### src/rtl/core/assert_macros.svh
// assertion macros shared by the regulator rtl
`ifndef ASSERT_MACROS_SVH
`define ASSERT_MACROS_SVH

// plain property, checked every clock outside reset
`define LLPR_ASSERT(lbl, clk, rst_n, prop) \
    lbl: assert property (@(posedge clk) disable iff (!rst_n) (prop)) \
        else $error("llpr assertion failed");

// condition in this cycle implies property in the next one
`define LLPR_ASSERT_NEXT(lbl, clk, rst_n, cond, prop) \
    lbl: assert property (@(posedge clk) disable iff (!rst_n) (cond) |=> (prop)) \
        else $error("llpr assertion failed");

`endif

### src/rtl/core/llpr_pkg.sv
// types, constants and helpers of the lead/lag pi regulator
package llpr_pkg;

    localparam int SW    = 32;            // signal width, q16.16
    localparam int CW    = 20;            // coefficient width, q8.12
    localparam int CFRAC = 12;
    localparam int GW    = 24;            // integrator gain width, q0.24
    localparam int IFRAC = 24;
    localparam int LW    = 32;            // limit width
    localparam int PW    = SW + 1 + GW + 1;
    localparam int AW    = PW + 2;
    localparam int NST   = 6;

    localparam logic signed [63:0] SIG_MAX  = (64'sd1 <<< (SW - 1)) - 64'sd1;
    localparam logic signed [63:0] SIG_MIN  = -SIG_MAX - 64'sd1;
    localparam logic signed [63:0] Q_PI     = 64'sd205887;
    localparam logic signed [63:0] Q_TWO_PI = 64'sd411775;

    // stage numbers of the history store
    localparam logic [2:0] ST_PRE  = 3'd0;
    localparam logic [2:0] ST_FFF  = 3'd1;
    localparam logic [2:0] ST_FWD  = 3'd2;
    localparam logic [2:0] ST_FB   = 3'd3;
    localparam logic [2:0] ST_INT  = 3'd4;
    localparam logic [2:0] ST_POST = 3'd5;

    // mode register bits
    localparam int B_ON     = 0;
    localparam int B_INT    = 1;
    localparam int B_FWD    = 2;
    localparam int B_FB     = 3;
    localparam int B_PRE    = 4;
    localparam int B_POST   = 5;
    localparam int B_FF     = 6;
    localparam int B_FFF    = 7;
    localparam int B_OCLAMP = 8;
    localparam int B_DIRECT = 9;
    localparam int B_GYRO   = 10;
    localparam int B_WRAP   = 11;
    localparam int B_ICLAMP = 12;
    localparam int B_PCLAMP = 13;

    typedef enum logic [2:0] {
        REG_MODE, REG_GAIN, REG_INT, REG_POST, REG_PRE, REG_FFF, REG_FWD, REG_FB
    } t_reg_idx;

    localparam logic [47:0] RST_MODE = 48'd0;
    localparam logic [39:0] RST_GAIN = 40'd4294971392;
    localparam logic [55:0] RST_INT  = 56'd36028797002195141;
    localparam logic [59:0] RST_PZ   = 60'd0;

    typedef struct packed {
        logic signed [SW-1:0] reference;
        logic signed [SW-1:0] measured;
        logic signed [SW-1:0] rate_sample;
        logic                 clear_history;
    } t_in_item;

    typedef struct packed {
        logic signed [SW-1:0] drive;
        logic                 saturated;
    } t_out_item;

    typedef struct packed {
        logic [47:0] mode;
        logic [39:0] gain;
        logic [55:0] integ;
        logic [55:0] post;
        logic [59:0] pre;
        logic [59:0] fff;
        logic [59:0] fwd;
        logic [59:0] fb;
    } t_cfg;

    typedef enum logic [4:0] {
        S_IDLE, S_FF_MUL, S_FF_ACC, S_FF_WB,
        S_PZ_MA, S_PZ_MB, S_PZ_MC, S_PZ_ACC, S_PZ_WB,
        S_GY_MUL, S_GY_ACC, S_GY_WB, S_UNWRAP, S_WRAP,
        S_ERR, S_EP_MUL, S_EP_ACC, S_EP_WB,
        S_INT_SUM, S_INT_MUL, S_INT_ACC, S_INT_WB,
        S_U1, S_U1FF, S_OUT
    } t_state;

    typedef enum logic [2:0] {
        MOP_NONE, MOP_FFGAIN, MOP_A, MOP_B, MOP_C, MOP_GYRO, MOP_PGAIN, MOP_IGAIN
    } t_mop;

    typedef enum logic [1:0] {ACC_HOLD, ACC_LOAD, ACC_ADD} t_accop;

    typedef enum logic [3:0] {
        OP_NONE, OP_FF, OP_PZ, OP_GYRO, OP_UNWRAP, OP_WRAP, OP_ERR, OP_EU,
        OP_ISUM, OP_INT, OP_U1, OP_U1FF, OP_OUT
    } t_op;

    typedef struct packed {
        logic       start;
        t_mop       mop;
        t_accop     acc;
        t_op        op;
        logic [2:0] stage;
    } t_cmd;

    typedef struct packed {
        logic clamp_active;
        logic out_blocked;
    } t_status;

    function automatic logic signed [SW-1:0] sat_sig(input logic signed [63:0] v);
        if (v > SIG_MAX) return SW'(SIG_MAX);
        if (v < SIG_MIN) return SW'(SIG_MIN);
        return v[SW-1:0];
    endfunction

    function automatic logic signed [CW-1:0] coef_field(input logic [3*CW-1:0] r,
                                                        input logic [1:0] k);
        return r[k*CW +: CW];
    endfunction

endpackage

### src/rtl/core/llpr_ctrl.sv
// sequencer that walks one tick through the enabled stages
`include "assert_macros.svh"

module llpr_ctrl (
    input  logic              i_clk,
    input  logic              i_rst_n,
    input  logic              i_in_valid,
    output logic              o_in_stall,
    input  logic [47:0]       i_mode,
    input  llpr_pkg::t_status i_status,
    output llpr_pkg::t_cmd    o_cmd
);

    llpr_pkg::t_state r_state, n_state;
    logic [2:0]       r_stage, n_stage;
    logic             accept;

    // branch targets after each optional stage
    llpr_pkg::t_state s_ff, s_pre, s_back, s_eu;
    logic [2:0]       g_ff, g_pre, g_back, g_eu;

    assign o_in_stall = (r_state != llpr_pkg::S_IDLE);
    assign accept     = i_in_valid && !o_in_stall;

    always_ff @(posedge i_clk) begin
        if (!i_rst_n) begin
            r_state <= llpr_pkg::S_IDLE;
            r_stage <= llpr_pkg::ST_PRE;
        end else begin
            r_state <= n_state;
            r_stage <= n_stage;
        end
    end

    always_comb begin
        // integrator or frozen pass-through
        if (i_mode[llpr_pkg::B_INT] && !i_status.clamp_active) begin
            s_eu = llpr_pkg::S_INT_SUM;
            g_eu = llpr_pkg::ST_INT;
        end else begin
            s_eu = llpr_pkg::S_U1;
            g_eu = r_stage;
        end
        s_back = i_mode[llpr_pkg::B_WRAP] ? llpr_pkg::S_WRAP : llpr_pkg::S_ERR;
        g_back = r_stage;
        if (i_mode[llpr_pkg::B_FB]) begin
            s_pre = i_mode[llpr_pkg::B_GYRO] ? llpr_pkg::S_GY_MUL : llpr_pkg::S_UNWRAP;
            g_pre = r_stage;
        end else begin
            s_pre = s_back;
            g_pre = g_back;
        end
        if (i_mode[llpr_pkg::B_PRE]) begin
            s_ff = llpr_pkg::S_PZ_MA;
            g_ff = llpr_pkg::ST_PRE;
        end else begin
            s_ff = s_pre;
            g_ff = g_pre;
        end

        n_state   = r_state;
        n_stage   = r_stage;
        o_cmd     = '0;
        o_cmd.start = accept;
        o_cmd.stage = r_stage;
        o_cmd.mop   = llpr_pkg::MOP_NONE;
        o_cmd.acc   = llpr_pkg::ACC_HOLD;
        o_cmd.op    = llpr_pkg::OP_NONE;

        case (r_state)
            llpr_pkg::S_IDLE: begin
                if (accept) begin
                    if (!i_mode[llpr_pkg::B_ON]) begin
                        n_state = llpr_pkg::S_OUT;
                    end else if (i_mode[llpr_pkg::B_FF]) begin
                        n_state = llpr_pkg::S_FF_MUL;
                    end else begin
                        n_state = s_ff;
                        n_stage = g_ff;
                    end
                end
            end
            llpr_pkg::S_FF_MUL: begin
                o_cmd.mop = llpr_pkg::MOP_FFGAIN;
                n_state   = llpr_pkg::S_FF_ACC;
            end
            llpr_pkg::S_FF_ACC: begin
                o_cmd.acc = llpr_pkg::ACC_LOAD;
                n_state   = llpr_pkg::S_FF_WB;
            end
            llpr_pkg::S_FF_WB: begin
                o_cmd.op = llpr_pkg::OP_FF;
                if (i_mode[llpr_pkg::B_FFF]) begin
                    n_state = llpr_pkg::S_PZ_MA;
                    n_stage = llpr_pkg::ST_FFF;
                end else begin
                    n_state = s_ff;
                    n_stage = g_ff;
                end
            end
            llpr_pkg::S_PZ_MA: begin
                o_cmd.mop = llpr_pkg::MOP_A;
                n_state   = llpr_pkg::S_PZ_MB;
            end
            llpr_pkg::S_PZ_MB: begin
                o_cmd.mop = llpr_pkg::MOP_B;
                o_cmd.acc = llpr_pkg::ACC_LOAD;
                n_state   = llpr_pkg::S_PZ_MC;
            end
            llpr_pkg::S_PZ_MC: begin
                o_cmd.mop = llpr_pkg::MOP_C;
                o_cmd.acc = llpr_pkg::ACC_ADD;
                n_state   = llpr_pkg::S_PZ_ACC;
            end
            llpr_pkg::S_PZ_ACC: begin
                o_cmd.acc = llpr_pkg::ACC_ADD;
                n_state   = llpr_pkg::S_PZ_WB;
            end
            llpr_pkg::S_PZ_WB: begin
                o_cmd.op = llpr_pkg::OP_PZ;
                case (r_stage)
                    llpr_pkg::ST_FFF: begin
                        n_state = s_ff;
                        n_stage = g_ff;
                    end
                    llpr_pkg::ST_PRE: begin
                        n_state = s_pre;
                        n_stage = g_pre;
                    end
                    llpr_pkg::ST_FB: begin
                        n_state = s_back;
                        n_stage = g_back;
                    end
                    default: begin
                        n_state = s_eu;
                        n_stage = g_eu;
                    end
                endcase
            end
            llpr_pkg::S_GY_MUL: begin
                o_cmd.mop = llpr_pkg::MOP_GYRO;
                n_state   = llpr_pkg::S_GY_ACC;
            end
            llpr_pkg::S_GY_ACC: begin
                o_cmd.acc = llpr_pkg::ACC_LOAD;
                n_state   = llpr_pkg::S_GY_WB;
            end
            llpr_pkg::S_GY_WB: begin
                o_cmd.op = llpr_pkg::OP_GYRO;
                n_state  = s_back;
                n_stage  = g_back;
            end
            llpr_pkg::S_UNWRAP: begin
                o_cmd.op = llpr_pkg::OP_UNWRAP;
                n_state  = llpr_pkg::S_PZ_MA;
                n_stage  = llpr_pkg::ST_FB;
            end
            llpr_pkg::S_WRAP: begin
                o_cmd.op = llpr_pkg::OP_WRAP;
                n_state  = llpr_pkg::S_ERR;
            end
            llpr_pkg::S_ERR: begin
                o_cmd.op = llpr_pkg::OP_ERR;
                n_state  = llpr_pkg::S_EP_MUL;
            end
            llpr_pkg::S_EP_MUL: begin
                o_cmd.mop = llpr_pkg::MOP_PGAIN;
                n_state   = llpr_pkg::S_EP_ACC;
            end
            llpr_pkg::S_EP_ACC: begin
                o_cmd.acc = llpr_pkg::ACC_LOAD;
                n_state   = llpr_pkg::S_EP_WB;
            end
            llpr_pkg::S_EP_WB: begin
                o_cmd.op = llpr_pkg::OP_EU;
                if (i_mode[llpr_pkg::B_FWD]) begin
                    n_state = llpr_pkg::S_PZ_MA;
                    n_stage = llpr_pkg::ST_FWD;
                end else begin
                    n_state = s_eu;
                    n_stage = g_eu;
                end
            end
            llpr_pkg::S_INT_SUM: begin
                o_cmd.op = llpr_pkg::OP_ISUM;
                n_state  = llpr_pkg::S_INT_MUL;
            end
            llpr_pkg::S_INT_MUL: begin
                o_cmd.mop = llpr_pkg::MOP_IGAIN;
                n_state   = llpr_pkg::S_INT_ACC;
            end
            llpr_pkg::S_INT_ACC: begin
                o_cmd.acc = llpr_pkg::ACC_LOAD;
                n_state   = llpr_pkg::S_INT_WB;
            end
            llpr_pkg::S_INT_WB: begin
                o_cmd.op = llpr_pkg::OP_INT;
                n_state  = (r_stage == llpr_pkg::ST_INT) ? llpr_pkg::S_U1FF
                                                         : llpr_pkg::S_OUT;
            end
            llpr_pkg::S_U1: begin
                o_cmd.op = llpr_pkg::OP_U1;
                n_state  = llpr_pkg::S_U1FF;
            end
            llpr_pkg::S_U1FF: begin
                o_cmd.op = llpr_pkg::OP_U1FF;
                if (i_mode[llpr_pkg::B_POST]) begin
                    n_state = llpr_pkg::S_INT_SUM;
                    n_stage = llpr_pkg::ST_POST;
                end else begin
                    n_state = llpr_pkg::S_OUT;
                end
            end
            llpr_pkg::S_OUT: begin
                // hold here while the previous result still waits
                if (!i_status.out_blocked) begin
                    o_cmd.op = llpr_pkg::OP_OUT;
                    n_state  = llpr_pkg::S_IDLE;
                end
            end
            default: n_state = llpr_pkg::S_IDLE;
        endcase
    end

    `LLPR_ASSERT_NEXT(a_accept_busy, i_clk, i_rst_n, accept, r_state != llpr_pkg::S_IDLE)
    `LLPR_ASSERT(a_pz_stage, i_clk, i_rst_n, (r_state == llpr_pkg::S_PZ_MA) |-> (r_stage <= llpr_pkg::ST_FB))
    `LLPR_ASSERT(a_int_stage, i_clk, i_rst_n, (r_state == llpr_pkg::S_INT_SUM) |-> (r_stage == llpr_pkg::ST_INT || r_stage == llpr_pkg::ST_POST))

endmodule

### config.mk
export PLATFORM = sky130hd
export DESIGN_NAME = llpr_ctrl
export DESIGN_NICKNAME = d
export VERILOG_FILES = /design/src/rtl/core/llpr_pkg.sv /design/src/rtl/core/llpr_ctrl.sv
export VERILOG_INCLUDE_DIRS = /design/src /design/src/rtl/core
export SDC_FILE = /design/constraint.sdc
export NUM_CORES = 1
export LEC_CHECK = 0
export ABC_AREA = 1
export BUFFER_PORTS_ARGS = -buffer_cell sky130_fd_sc_hd__buf_2
export CAP_MARGIN = 20
export CORE_MARGIN = 3
export CORE_UTILIZATION = 50
export DETAILED_ROUTE_END_ITERATION = 6
export PLACE_DENSITY_LB_ADDON = 0.05
export REMOVE_ABC_BUFFERS = 1
export SKIP_CTS_REPAIR_TIMING = 1
export SYNTH_ARGS = -nofsm -noshare
export SYNTH_HDL_FRONTEND = slang
export SYNTH_SLANG_ARGS = --single-unit
### constraint.sdc
create_clock -name i_clk -period 2.77 [get_ports i_clk]
set_input_delay 0.1385 -clock i_clk [delete_from_list [all_inputs] [get_ports i_clk]]
set_output_delay 0.1385 -clock i_clk [all_outputs]
set_load 0.05 [all_outputs]
==> results.md <==
- Vias in the first global route: approximately 1500
- Most frequent cells in the layout: nand2_1, nor2_1, inv_1, buf_2, nand3_1
- Diode count: 0
- Reg-to-Reg End: g_back[2]$_SDFFE_PN0P_
- Critical Path RT: around 2.6 ns
- Compound-Gate Fraction of Synth Area: a little under a tenth
- Gr ovfl total: 0
- Unrepaired setup endpoints after global routing: no
- Share of layout cells above drive strength 1: 21.8%
- Seq/Total Area, Yosys: about an eighth
- Total core area: 2540 um^2
- Worst skew pair latency: 0.26 ns
- Initial antenna violation count: 0
- Yosys top cell by area: nand2_1
- Multiplexer share of the synthesized area: 0%
- Setup violators final: 0
- Power Density: about 1100 nW/um^2
- Layout Skew: 0.0124 ns
- Post-DP HPWL: ~3300 um
- Clock sinks: 8
- Worst slew pin tran: about 0.43 ns
- Peak VDD IR: roughly 0.0011 V
- Slowest stage delay, CP: ~0.58 ns
- Post-Synth Adder-Cell Area: 0%
- Main area contributors after synthesis: nand2_1, nor2_1, dfxtp_1
- Smallest hold slack: 0.120 ns
- Relative slew slack: 71.4%
- Final hold vios: 0
- Vias/cell: 5.31
- Setup TNS: 0 ns
- # port buffers: 28
- Total of max-cap violations: 0
- Worst EP arrival: 2.06 ns
- First-pass GRT wire length: 6530 um
- Seq cells post-synth: 8
- Lkg Pwr: ~0.90 nW
- Post-synth EDFFs: 0
- Status: completed
- Crit Path Class: reg2out
- WHS Path Cells: 3
- Initial drt markers: 116
- Startpoint of the worst hold path: i_rst_n
- Final Non-Filler Cells: 324
- Synth Area in Simple Gates: 66.1%
- Drt total wl: between 3000 and 4000 um
- # rows: 18
- Synthesis-to-finish area growth: 12.5%
- Antenna Nets Post-Route: 0
- Synth Cell Area: 1370 um^2
- Initial core utilization: 54.0%
- Worst min-delay path class: in2reg
- Placed insts: between 300 and 400
- Htree depth: 1
- Final #Nets: between 300 and 400
- Final Util: 60.7%
- Num CTS Buffers: 3
- Async SR Flop Fraction: 0%
- Worst R2R Start: r_state[2]$_SDFFE_PN0P_
- Clock Tree Buf Depth: 2
- Maximum number of pins on one net before global-route repair: 19
- CP bufs+invs: 2
- Gate count of the mapped netlist: 267
- Vias: 1722
- Post-synthesis average cell area: 5.15 um^2
- Startpoint types: flip-flop
- Root Driver: clkbuf_4
- Synth Area in XOR/XNOR: 0%
- Worst R2R Setup Slack: 0.84 ns
- Max Freq: approximately 0.45 GHz
- CTS tree: done
- Fin. max-slew vios: 0
- CTS clk-pin slew, worst paths: 0.06 ns
- Fillers: 288
- Synth Flop Type: dfxtp_1
- RePlAce Congestion: 0.955
- I/O pin count: 67
- Top cell type's share of synthesized area: 19.9%
- Depth of the most critical reg-to-reg path: 11
- Crit share post-route: 79.4%
- Horiz. Die Dim: 58.4 um
- WL per Instance: between 10 and 15 um
- DR DRC count: 0
- Commonest non-fill, non-tap cell in the layout: nand2_1
- Period minus WS final: 2.20 ns
- CP endpoint kind: output pin
- Largest family of logic cells by synthesized area: simple AND/OR/NAND/NOR gates
- Crit-path cells: inv_1 > nor2_2 > nand2_1 > nor2_1 > nor4_1 > o21ai_0 > buf_2
- Critical Path Fanout Max: 8
- Critical Path Slowest Stage Cell: dfxtp_1
- Worst path top cell family by delay: simple AND/OR/NAND/NOR gates
- Synth warn: 0
- Full die area: between 3000 and 4000 um^2
- Synth unique cells: 28
- Hold Path Sink: g_back[2]$_SDFFE_PN0P_
- Die height: 58.4 um
- 1st-pass router iterations: 6
- Global-route usage over all layers: 24.4%
-- registers in the layout, summed over array words and instances (netlist names) --
register,count
r_state,5
g_back,3
-- routing by layer --
metal | vias to the layer above | share of wire [%] | GRT usage [%]
li1 | 910 | - | -
met1 | 730 | 51 | 36.9
met2 | 73 | 40 | 34.9
met3 | 9 | 7.5 | 1.54
met4 | 0 | 2.0 | 10.6
met5 | - | 0 | 0
-- where the power goes --
part	total, mW	switching, mW	leakage (nW)	internal [mW]
registers	0.240	0.0825	0.0656	0.157
logic	1.41	1.03	0.825	0.380
clock network	0.0920	0.0422	0.0138	0.0498
-- stage by stage --
stage	power, mW	area (um^2)	setup WS, ns
after floorplan	1.34	1340	0.0713
after global placement	1.63	1520	0.866
final	1.74	1550	0.571
after CTS	1.74	1550	0.612
after detailed placement	1.64	1520	0.886
after global routing	1.89	1550	0.380
-- tightest hold or removal path, cell delays in order --
cell,delay (ns)
buf_2,0.11
nand2_1,0.06
nor2_1,0.04
-- kinds of logic after synthesis --
| logic type | count (synthesis) |
|---|---|
| compound gates | 23 |
| buf+inv | 43 |
| flops | 8 |
| simple gates | 193 |
-- worst max path at each step --
stage,startpoint,to,slack (ns),cells after the start
floorplan,r_state[1]$_SDFFE_PN0P_,o_cmd[7],0.07,4
global placement,r_state[2]$_SDFFE_PN0P_,g_back[2]$_SDFFE_PN0P_,0.87,11
detailed placement,r_state[2]$_SDFFE_PN0P_,g_back[2]$_SDFFE_PN0P_,0.89,11
CTS,r_state[2]$_SDFFE_PN0P_,o_cmd[7],0.61,7
global route,r_state[2]$_SDFFE_PN0P_,o_cmd[7],0.38,7
finish,r_state[2]$_SDFFE_PN0P_,o_cmd[3],0.57,7
-- cell usage after synthesis (2+ instances only) --
library cell / n
inv_2: 9
a21oi_1: 6
buf_2: 2
dfxtp_1: 8
nor2_2: 5
nand2_2: 5
o21ai_0: 10
nor2_4: 6
nor3_1: 2
nand3_2: 5
nand4_1: 7
nor2_1: 56
nand2_1: 73
inv_1: 29
nand3b_1: 2
buf_4: 2
nand3_1: 26
or4_1: 2
o21ai_1: 3
-- area by class of cell --
| class | count | area [um^2] | area share (%) |
|---|---|---|---|
| multi-input combinational | 216 | 1030 | 67.0 |
| sequential | 8 | 160 | 10.4 |
| timing repair buffer | 29 | 148 | 9.55 |
| inverter | 38 | 143 | 9.23 |
| tap | 30 | 37.5 | 2.43 |
| clock buffer | 3 | 22.5 | 1.46 |
Power figures use the tool's default switching activity.
